<file path="config.mk">
export PLATFORM = sky130hd
export DESIGN_NAME = escape_stuffing_deframer
export DESIGN_NICKNAME = d
export VERILOG_FILES = /design/src/esd_pkg.sv /design/src/esd_in_stage.sv /design/src/esd_decode.sv /design/src/esd_out_stage.sv /design/src/escape_stuffing_deframer.sv
export VERILOG_INCLUDE_DIRS = /design/src /design/src/src
export SDC_FILE = /design/constraint.sdc
export NUM_CORES = 1
export LEC_CHECK = 0
export ABC_AREA = 1
export BUFFER_PORTS_ARGS = -buffer_cell sky130_fd_sc_hd__buf_2
export CAP_MARGIN = 20
export CORE_MARGIN = 2
export CORE_UTILIZATION = 53
export DETAILED_ROUTE_END_ITERATION = 8
export HOLD_SLACK_MARGIN = 0.05
export PLACE_DENSITY_LB_ADDON = 0.3
export SLEW_MARGIN = 20
export SYNTH_ARGS = -nofsm -noshare
export SYNTH_HDL_FRONTEND = slang
export SYNTH_HIERARCHICAL = 1
export SYNTH_SLANG_ARGS = --single-unit
</file>
<file path="constraint.sdc">
create_clock -name clk -period 6.37 [get_ports clk]
set_clock_uncertainty 0.05 [all_clocks]
set_input_delay 1.274 -clock clk [delete_from_list [all_inputs] [get_ports clk]]
set_output_delay 1.274 -clock clk [all_outputs]
set_load 0.02 [all_outputs]
</file>
<file path="src/assert_macros.svh">
// Assertion macros shared by the RTL.
// Each checks a property on the rising edge of clk while reset is released.
`ifndef ASSERT_MACROS_SVH
`define ASSERT_MACROS_SVH

`ifndef SYNTHESIS

`define ASSERT_PROP(lbl, clk, rst_n, prop) \
    lbl: assert property (@(posedge clk) disable iff (!rst_n) (prop)) \
        else $error("assertion failed: lbl");

`define ASSERT_NEVER(lbl, clk, rst_n, cond) \
    lbl: assert property (@(posedge clk) disable iff (!rst_n) !(cond)) \
        else $error("forbidden condition: lbl");

`else

`define ASSERT_PROP(lbl, clk, rst_n, prop)

`define ASSERT_NEVER(lbl, clk, rst_n, cond)

`endif

`endif

</file>
<file path="src/esd_pkg.sv">
// ----------------------------------------------------------------------------
// esd_pkg
// Types and constants of the escape-stuffing deframer.
// ----------------------------------------------------------------------------
package esd_pkg;

    localparam logic [7:0]  ESC_CODE      = 8'h1b;
    localparam logic [7:0]  EOT_CODE      = 8'h04;
    localparam logic [31:0] CAPACITY_INIT = 32'hFFFF_FFFF;
    localparam logic [1:0]  HDR_LAST_IDX  = 2'd3;

    typedef enum logic [1:0] {
        PH_HEADER  = 2'd0,
        PH_BODY    = 2'd1,
        PH_DISCARD = 2'd2
    } phase_t;

    typedef enum logic [1:0] {
        KIND_DATA     = 2'd0,
        KIND_END      = 2'd1,
        KIND_TOO_LONG = 2'd2,
        KIND_OVERRUN  = 2'd3
    } kind_t;

    typedef struct packed {
        logic [7:0]  data_byte;
        kind_t       kind;
        logic [31:0] msg_count;
        logic        last;
    } result_t;

endpackage

</file>
<file path="src/esd_in_stage.sv">
// ----------------------------------------------------------------------------
// esd_in_stage
// Input register: holds one received byte until the decoder takes it.
// ----------------------------------------------------------------------------
module esd_in_stage (
    input  logic       clk,
    input  logic       rst_n,
    input  logic       s_axis_tvalid,
    output logic       s_axis_tready,
    input  logic [7:0] s_axis_tdata,   // [7:0] rx_byte
    output logic       byte_valid,
    output logic [7:0] byte_data,
    input  logic       byte_take
);

    logic       valid_reg;
    logic       valid_next;
    logic [7:0] data_reg;

    assign s_axis_tready = !valid_reg || byte_take;
    assign valid_next    = (s_axis_tvalid && s_axis_tready) || (valid_reg && !byte_take);

    always_ff @(posedge clk or negedge rst_n)
    begin
        if (!rst_n)
        begin
            valid_reg <= 1'b0;
        end
        else
        begin
            valid_reg <= valid_next;
        end
    end

    always_ff @(posedge clk)
    begin
        if (s_axis_tvalid && s_axis_tready)
        begin
            data_reg <= s_axis_tdata;
        end
    end

    assign byte_valid = valid_reg;
    assign byte_data  = data_reg;

endmodule

</file>
<file path="src/esd_decode.sv">
// ----------------------------------------------------------------------------
// esd_decode
// Deframer state: header gathering, length check, unescaping, discard.
// ----------------------------------------------------------------------------
`include "assert_macros.svh"

module esd_decode (
    input  logic              clk,
    input  logic              rst_n,
    input  logic              cfg_wr_en,
    input  logic [31:0]       cfg_wr_data,
    input  logic              step,
    input  logic [7:0]        rx_byte,
    output logic              res_valid,
    output esd_pkg::result_t  res
);

    logic [31:0]      capacity_reg;
    esd_pkg::phase_t  phase_reg;
    esd_pkg::phase_t  phase_next;
    logic [1:0]       hdr_idx_reg;
    logic [1:0]       hdr_idx_next;
    logic [31:0]      length_reg;
    logic [31:0]      length_next;
    logic             esc_reg;
    logic             esc_next;
    logic [31:0]      count_reg;
    logic [31:0]      count_next;
    logic [31:0]      len_shift;
    logic             is_esc;
    logic             is_eot;

    assign len_shift = {length_reg[23:0], rx_byte};
    assign is_esc    = (rx_byte == esd_pkg::ESC_CODE);
    assign is_eot    = (rx_byte == esd_pkg::EOT_CODE);

    always_comb
    begin
        phase_next    = phase_reg;
        hdr_idx_next  = hdr_idx_reg;
        length_next   = length_reg;
        esc_next      = esc_reg;
        count_next    = count_reg;
        res_valid     = 1'b0;
        res.data_byte = 8'h00;
        res.kind      = esd_pkg::KIND_DATA;
        res.msg_count = 32'd0;
        res.last      = 1'b0;

        if (step)
        begin
            unique case (phase_reg)
                esd_pkg::PH_BODY:
                begin
                    esc_next = 1'b0;
                    if (!esc_reg && is_esc)
                    begin
                        esc_next = 1'b1;
                    end
                    else if (!esc_reg && is_eot)
                    begin
                        res_valid     = 1'b1;
                        res.kind      = esd_pkg::KIND_END;
                        res.msg_count = count_reg;
                        res.last      = 1'b1;
                        phase_next    = esd_pkg::PH_HEADER;
                        length_next   = 32'd0;
                        count_next    = 32'd0;
                    end
                    else if (count_reg >= length_reg)
                    begin
                        res_valid     = 1'b1;
                        res.kind      = esd_pkg::KIND_OVERRUN;
                        res.msg_count = count_reg;
                        res.last      = 1'b1;
                        phase_next    = esd_pkg::PH_HEADER;
                        length_next   = 32'd0;
                        count_next    = 32'd0;
                    end
                    else
                    begin
                        count_next    = count_reg + 32'd1;
                        res_valid     = 1'b1;
                        res.data_byte = rx_byte;
                        res.msg_count = count_reg + 32'd1;
                    end
                end
                esd_pkg::PH_DISCARD:
                begin
                    if (esc_reg)
                    begin
                        esc_next = 1'b0;
                    end
                    else if (is_eot)
                    begin
                        phase_next  = esd_pkg::PH_HEADER;
                        length_next = 32'd0;
                        count_next  = 32'd0;
                    end
                    else if (is_esc)
                    begin
                        esc_next = 1'b1;
                    end
                end
                default:
                begin
                    // header phase; the unused code behaves the same
                    phase_next  = esd_pkg::PH_HEADER;
                    length_next = len_shift;
                    if (hdr_idx_reg != esd_pkg::HDR_LAST_IDX)
                    begin
                        hdr_idx_next = hdr_idx_reg + 2'd1;
                    end
                    else
                    begin
                        hdr_idx_next = 2'd0;
                        esc_next     = 1'b0;
                        count_next   = 32'd0;
                        // capacity must hold length plus the end marker
                        if (capacity_reg <= len_shift)
                        begin
                            phase_next = esd_pkg::PH_DISCARD;
                            res_valid  = 1'b1;
                            res.kind   = esd_pkg::KIND_TOO_LONG;
                            res.last   = 1'b1;
                        end
                        else
                        begin
                            phase_next = esd_pkg::PH_BODY;
                        end
                    end
                end
            endcase
        end
    end

    always_ff @(posedge clk or negedge rst_n)
    begin
        if (!rst_n)
        begin
            capacity_reg <= esd_pkg::CAPACITY_INIT;
            phase_reg    <= esd_pkg::PH_HEADER;
            hdr_idx_reg  <= 2'd0;
            length_reg   <= 32'd0;
            esc_reg      <= 1'b0;
            count_reg    <= 32'd0;
        end
        else
        begin
            if (cfg_wr_en)
            begin
                capacity_reg <= cfg_wr_data;
            end
            phase_reg   <= phase_next;
            hdr_idx_reg <= hdr_idx_next;
            length_reg  <= length_next;
            esc_reg     <= esc_next;
            count_reg   <= count_next;
        end
    end

    // header index only advances while in the header phase
    `ASSERT_NEVER(a_hdr_idx_phase, clk, rst_n, (hdr_idx_reg != 2'd0) && (phase_reg != esd_pkg::PH_HEADER))
    // no escape carried across into a header
    `ASSERT_NEVER(a_esc_in_header, clk, rst_n, esc_reg && (phase_reg == esd_pkg::PH_HEADER))
    // body never decodes more bytes than the header allowed
    `ASSERT_NEVER(a_count_bound, clk, rst_n, (phase_reg == esd_pkg::PH_BODY) && (count_reg > length_reg))
    // a too-long report always leads into discard
    `ASSERT_PROP(a_too_long_discard, clk, rst_n, (res_valid && (res.kind == esd_pkg::KIND_TOO_LONG)) |=> (phase_reg == esd_pkg::PH_DISCARD))

endmodule

</file>
<file path="src/esd_out_stage.sv">
// ----------------------------------------------------------------------------
// esd_out_stage
// Result register: holds one decoded beat until the sink takes it.
// ----------------------------------------------------------------------------
module esd_out_stage (
    input  logic              clk,
    input  logic              rst_n,
    input  logic              res_valid,
    input  esd_pkg::result_t  res,
    output logic              load_ok,
    output logic              m_axis_tvalid,
    input  logic              m_axis_tready,
    output logic [39:0]       m_axis_tdata,   // [7:0] data_byte, [39:8] msg_count
    output logic [1:0]        m_axis_tuser,   // [1:0] kind
    output logic              m_axis_tlast
);

    logic              valid_reg;
    esd_pkg::result_t  res_reg;

    assign load_ok = !valid_reg || m_axis_tready;

    always_ff @(posedge clk or negedge rst_n)
    begin
        if (!rst_n)
        begin
            valid_reg <= 1'b0;
        end
        else if (load_ok)
        begin
            valid_reg <= res_valid;
        end
    end

    always_ff @(posedge clk)
    begin
        if (load_ok && res_valid)
        begin
            res_reg <= res;
        end
    end

    assign m_axis_tvalid = valid_reg;
    assign m_axis_tdata  = {res_reg.msg_count, res_reg.data_byte};
    assign m_axis_tuser  = res_reg.kind;
    assign m_axis_tlast  = res_reg.last;

endmodule

</file>
<file path="src/escape_stuffing_deframer.sv">
// An input beat is registered, decoded, and its result registered on the output.
// Throughput: one byte per cycle; the decoder advances whenever the result register
//   is empty or being drained, so a stalled sink stops intake after one buffered byte.
// Reset (rst_n, async, active low): header phase, counters cleared, buffer
//   capacity set to 0xFFFFFFFF, both pipeline registers empty.
// ----------------------------------------------------------------------------
// escape_stuffing_deframer
// Length-header, ESC/EOT byte-stuffing deframer with buffer size check.
// ----------------------------------------------------------------------------
module escape_stuffing_deframer (
    input  logic        clk,
    input  logic        rst_n,
    input  logic        cfg_wr_en,
    input  logic [31:0] cfg_wr_data,     // buffer_capacity
    input  logic        s_axis_tvalid,
    output logic        s_axis_tready,
    input  logic [7:0]  s_axis_tdata,    // [7:0] rx_byte
    output logic        m_axis_tvalid,
    input  logic        m_axis_tready,
    output logic [39:0] m_axis_tdata,    // [7:0] data_byte, [39:8] msg_count
    output logic [1:0]  m_axis_tuser,    // [1:0] kind
    output logic        m_axis_tlast
);

    logic              byte_valid;
    logic [7:0]        byte_data;
    logic              load_ok;
    logic              step;
    logic              res_valid;
    esd_pkg::result_t  res;

    assign step = byte_valid && load_ok;

    esd_in_stage u_in (
        .clk           (clk),
        .rst_n         (rst_n),
        .s_axis_tvalid (s_axis_tvalid),
        .s_axis_tready (s_axis_tready),
        .s_axis_tdata  (s_axis_tdata),
        .byte_valid    (byte_valid),
        .byte_data     (byte_data),
        .byte_take     (step)
    );

    esd_decode u_dec (
        .clk         (clk),
        .rst_n       (rst_n),
        .cfg_wr_en   (cfg_wr_en),
        .cfg_wr_data (cfg_wr_data),
        .step        (step),
        .rx_byte     (byte_data),
        .res_valid   (res_valid),
        .res         (res)
    );

    esd_out_stage u_out (
        .clk           (clk),
        .rst_n         (rst_n),
        .res_valid     (res_valid),
        .res           (res),
        .load_ok       (load_ok),
        .m_axis_tvalid (m_axis_tvalid),
        .m_axis_tready (m_axis_tready),
        .m_axis_tdata  (m_axis_tdata),
        .m_axis_tuser  (m_axis_tuser),
        .m_axis_tlast  (m_axis_tlast)
    );

endmodule

</file>
=== Yosys cells after proc, flatten, opt, wreduce, memory -nomap -nowiden ===
Index checks and enable logic that the tools add are counted.

* Register bits after elaboration: 154
* Output and inout bits: 45

* $add $sub $neg: 2
* Order comparisons: 2
* Equality and inequality tests: 10
* Mux-type cells: 40
* Bitwise gates (word level): 3
* Reductions and logical operators: 20

{| class="wikitable"
|+ Operators with widths
! kind !! count
|-
| $mux W32 || 10
|-
| $pmux W32 S2 || 2
|-
| $mux W35 || 2
|-
| $add A32 B1 Y32 const B || 1
|-
| $ge A32 B32 Y1 || 1
|-
| $le A32 B32 Y1 || 1
|-
| $mux W2 || 11
|-
| $mux W1 || 10
|-
| $reduce_and A5 Y1 || 2
|-
| $eq A8 B3 Y1 const B || 1
|-
| $eq A8 B5 Y1 const B || 1
|-
| $pmux W2 S2 || 2
|-
| $logic_and A1 B1 Y1 || 6
|-
| $ne A2 B2 Y1 const B || 3
|-
| $pmux W1 S2 || 3
|-
| $reduce_or A5 Y1 || 1
|-
| $logic_not A1 Y1 || 4
|-
| $reduce_and A2 Y1 || 2
|-
| $logic_or A1 B1 Y1 || 3
|-
| $ne A3 B1 Y1 const B || 1
|-
| $ne A3 B3 Y1 const B || 1
|-
| $not A1 Y1 || 3
|-
| $reduce_or A3 Y1 || 1
|-
| $add A2 B1 Y2 const B || 1
|-
| other kinds (4) || 4
|}

=== Longest topological paths before layout ===
* Depth after elaboration: 6
* Mapped depth: 18
* Depth with buffers taken out: 18

=== By module ===
Netlist, hierarchy kept.

{| class="wikitable"
|+ Modules (own cells, without submodules)
! module !! instances !! cells each !! area each (um^2) !! seq. area each (um^2)
|-
| esd_decode || 1 || 997 || 7478.4 || 2567.5
|-
| esd_out_stage || 1 || 49 || 1336.3 || 1316.3
|-
| esd_in_stage || 1 || 14 || 285.3 || 265.3
|-
| escape_stuffing_deframer || 1 || 2 || 7.5 || 0.0
|}

=== Least setup slack after synthesis ===
Ideal clock, no wire load.

* Path type: input-to-reg
* From: input m_axis_tready
* To: register u_out.res_reg, in the netlist u_out/m_axis_tdata[0], enable pin
* Setup time: 458 ps
* Arrival: 4098 ps
* Data required time: 5862 ps
* Slack: 1764 ps
* Cell stages on the path: 10
* Path through: inv_1 -> nand2_1 -> nand2_1 -> inv_1 -> nand3_1 -> inv_1 -> nor2_1 -> a21oi_1 -> inv_1 -> a21oi_1

* Longest elaborated chain between the ends: 4

{| class="wikitable"
|+ Ends and longest elaborated chain
! what !! line !! RTL
|-
| start: declaration || escape_stuffing_deframer.sv:19 || <nowiki>input logic m_axis_tready,</nowiki>
|-
| $logic_or A1 B1 Y1 || esd_out_stage.sv:21 || <nowiki>assign load_ok = !valid_reg || m_axis_tready;</nowiki>
|-
| named net load_ok || escape_stuffing_deframer.sv:27 || <nowiki>logic load_ok;</nowiki>
|-
| $logic_and A1 B1 Y1 || escape_stuffing_deframer.sv:32 || <nowiki>assign step = byte_valid && load_ok;</nowiki>
|-
| named net step || escape_stuffing_deframer.sv:28 || <nowiki>logic step;</nowiki>
|-
| $mux W1 || esd_decode.sv:50 || <nowiki>if (step)</nowiki>
|-
| named net res_valid || escape_stuffing_deframer.sv:29 || <nowiki>logic res_valid;</nowiki>
|-
| $logic_and A1 B1 Y1 || esd_out_stage.sv:37 || <nowiki>if (load_ok && res_valid)</nowiki>
|-
| end signal: assignment || esd_out_stage.sv:39 || <nowiki>res_reg <= res;</nowiki>
|-
| end: declaration || esd_out_stage.sv:19 || <nowiki>esd_pkg::result_t res_reg;</nowiki>
|}

The timed path passes the listed nets, and every way through them passes these cells.
A chain may end at the register's enable or synchronous reset.

=== Worst setup path after layout ===
* From: input m_axis_tready
* To: register u_dec.count_reg[2]

* Longest elaborated chain between the ends: 3

{| class="wikitable"
|+ Ends and longest elaborated chain
! what !! line !! RTL
|-
| $logic_or A1 B1 Y1 || esd_out_stage.sv:21 ||
|-
| named net load_ok || escape_stuffing_deframer.sv:27 ||
|-
| $logic_and A1 B1 Y1 || escape_stuffing_deframer.sv:32 ||
|-
| named net step || escape_stuffing_deframer.sv:28 ||
|-
| $reduce_and A5 Y1 (no line) || -- ||
|-
| end signal: assignment || esd_decode.sv:158 || <nowiki>count_reg <= count_next;</nowiki>
|-
| end: declaration || esd_decode.sv:27 || <nowiki>logic [31:0] count_reg;</nowiki>
|}

The timed path passes the listed nets, and every way through them passes these cells.

==> impl_results.md <==
- Post-Layout Cell Count: 1367
- Most frequent cells in the layout: nand2_1, inv_1, buf_2
- Routed wire per std cell: approximately 16 µm
- Slack of the critical path: ~2.8 ns
- Leak: 4.80 nW
- Worst Tran Pin Value: around 1.0 ns
- Critical R2R Capture: u_dec/length_reg[23]
- Die Span Y: between 100 and 150 µm
- CTS Buf Count: 17
- Relative slew slack: a little under a third
- First-pass GRT wire length: 36200 µm
- Crit path max fanout: 32
- Layout Area Growth over Synthesis: 13.0%
- Clk root buf: clkbuf_16
- Die ar.: 0.0182 mm²
- Post-CTS setup repair buffer count: 0
- Row Count: 47
- Setup CP Type: in2reg
- Buffers on Ports: 89
- Post-Place Setup Slack: 2.01 ns
- Final setup viols: 0
- Core Region: 0.0167 mm²
- PwrDens: 377 mW/mm²
- Worst hold path depth: 2
- Fin. max-slew vios: 0
- Yosys reg bits: around 150
- Fin nets: 1248
- Netlist cell types: 36
- Sequential power share: 36.8%
- Hold buffer count at cts: 0
- Post-synth top flop: dfrtp_1
- Vias per cell: 5.62
- TritonRoute pass-1 iters: 5
- DR DRC count: 0
- Startpoint types: primary input
- CP arrival: approximately 3.8 ns
- P_int: approximately 2.4 mW
- Dpl cells: 1335
- Maximum achievable frequency: 283 MHz
- Syn. warnings: 6
- Vias: 7686
- Number of global-route vias before repair: 7558
- Async S/R FF share, synth: between 60% and 70%
- Clk pwr share: around 28%
- Worst Hold Launch: u_dec/length_reg[31]
- Reg2reg setup slack: 2.86 ns
- Critical R2R Launch: u_dec/count_reg[0]
- TritonCTS clock tree: yes
- Worst setup EP type: register
- Final Hold Vio Count: 0
- Ports: 90
- RSZ-0062 raised after global routing: false
- Tmin final: 3.53 ns
- RD Place Congestion: 0.887
- Antenna Nets Post-Route: 0
- CTS H-tree depth: 4
- Syn nets: 1176
- Worst skew pair latency: 0.43 ns
- Total power: between 3 and 4 mW
- EDFF count, synth: 51
- Post-DP HPWL: 14800 µm
- Final setup TNS: 0 ns
- Gr ovfl total: 0
- Total GRT Usage: 25.1%
- Most common cell after layout, fill and taps aside: nand2_1
- Worst hold endpoint: u_dec/length_reg[31]
- Sequential area share after synthesis: between 40% and 50%
- Reg2Reg Depth: 13
- Sw frac: between 30% and 40%
- Syn Inst Count: 1062
- Largest net degree at the start of global routing: 70
- Status: finished clean
- WL final: 21800 µm
- Worst hold margin: between 0.4 and 0.5 ns
- HP Class: reg2reg
- Tcrit/Tclk final: 55.4%
- Clock Path Buffers: 2
- Number of flip-flops in the largest register: 40
- Starting Density: 54.5%
- ANT cells: 0
- Layout cell share with drive strength beyond 1: 18.0%
- Initial antenna violation count: 0
- CP required: 6.65 ns
- CTS Sinks: 154
- Iter 0 DRT Violations: 831
- Syn Area/Cell: 8.58 µm²
- Maximum VDD drop: 0.451 mV
- Switching Power: 1.47 mW
- Worst-path clk slew: 0.06 ns
- PostCTS Resize Cnt: 0
- Gate power share: 35.7%
- Die Span X: 135 µm
- Synthesized area: 0.00911 mm²
- Max-cap viol count: 0
-- final cells by class --
type | instances | area, µm²
Timing Repair Buffer | 96 | 500
Tap cell | 220 | 275
Clock inverter | 14 | 198
Fill cell | 1428 | 6410
Multi-Input combinational cell | 740 | 4270
Sequential cell | 154 | 4150
Inverter | 125 | 469
Clock buffer | 18 | 429
-- power groups by stage --
stage	Sequential, mW	Combinational (mW)	Clock (mW)
2_1_floorplan	1.54	0.936	0
3_3_place_gp	1.44	1.33	0
3_5_place_dp	1.44	1.38	0
4_1_cts	1.43	1.39	1.08
5_1_grt	1.45	1.58	1.12
6_report	1.43	1.39	1.07
-- metal layers --
metal	global-route usage, %	wire length (µm)
met3	4.28	1380
met1	32.3	9210
met4	8.62	492
met5	0	0
met2	43.1	10800
-- cells in the mapped netlist, types with 4 or more instances --
cell | count | area share (%)
o21ai_0 | 16 | 0.88
o21a_1 | 4 | 0.33
ha_1 | 69 | 9.5
buf_2 | 13 | 0.71
mux2_2 | 31 | 3.8
inv_2 | 5 | 0.21
xor2_1 | 14 | 1.3
o22ai_1 | 21 | 1.4
nand2_1 | 308 | 13
a21oi_1 | 63 | 3.5
nor3_1 | 13 | 0.71
clkbuf_1 | 16 | 0.66
dfstp_2 | 32 | 9.2
nor2_1 | 61 | 2.5
buf_4 | 6 | 0.49
dfrtp_1 | 71 | 20
buf_6 | 4 | 0.49
nand3_1 | 25 | 1.4
nand3b_1 | 32 | 2.6
edfxtp_1 | 51 | 17
o21ai_1 | 17 | 0.93
nand4_1 | 48 | 3.3
inv_1 | 120 | 4.9
buf_1 | 4 | 0.16
-- cells by family (layout without fill, tap and decap cells) --
family | Yosys count | count (layout) | share of synthesized area (%)
AOI/OAI and AO/OA | 127 | 127 | 7.56
xor gates and xnor gates | 14 | 14 | 1.35
DFF | 154 | 154 | 45.6
and+or+nand+nor | 499 | 499 | 24.6
muxes | 31 | 31 | 3.83
adders and majority gates | 69 | 69 | 9.48
buffers and inverters | 168 | 253 | 7.68
-- how the worst max path moves through the flow --
| stage | startpoint | to | slack, ns | depth (start not counted) |
|---|---|---|---|---|
| global route | m_axis_tready | u_dec/count_reg[1] | 2.59 | 10 |
| global placement | m_axis_tready | u_dec/count_reg[2] | 2.10 | 10 |
| CTS | m_axis_tready | u_dec/count_reg[25] | 2.52 | 10 |
| floorplan | m_axis_tready | u_out/m_axis_tdata[0] | 1.76 | 10 |
| detailed placement | m_axis_tready | u_dec/count_reg[2] | 2.01 | 10 |
| finish | m_axis_tready | u_dec/count_reg[2] | 2.84 | 10 |
-- worst max-delay path: stages --
cell and delay (ns):
buf_2 0.07, inv_1 0.06, nand2_1 0.08, nand2_1 0.05, inv_1 0.15, o31ai_1 0.10
buf_4 0.19, nor2_2 0.80, nand2_2 0.70, o21ai_0 0.33
-- stage by stage --
stage	cell area, µm²	util, %
2_1_floorplan	9110	-
3_3_place_gp	9660	57.9
3_5_place_dp	9660	57.9
4_1_cts	10300	61.6
5_1_grt	10300	61.6
6_report	10300	61.6
No activity file was read; power rests on OpenSTA's default activity.
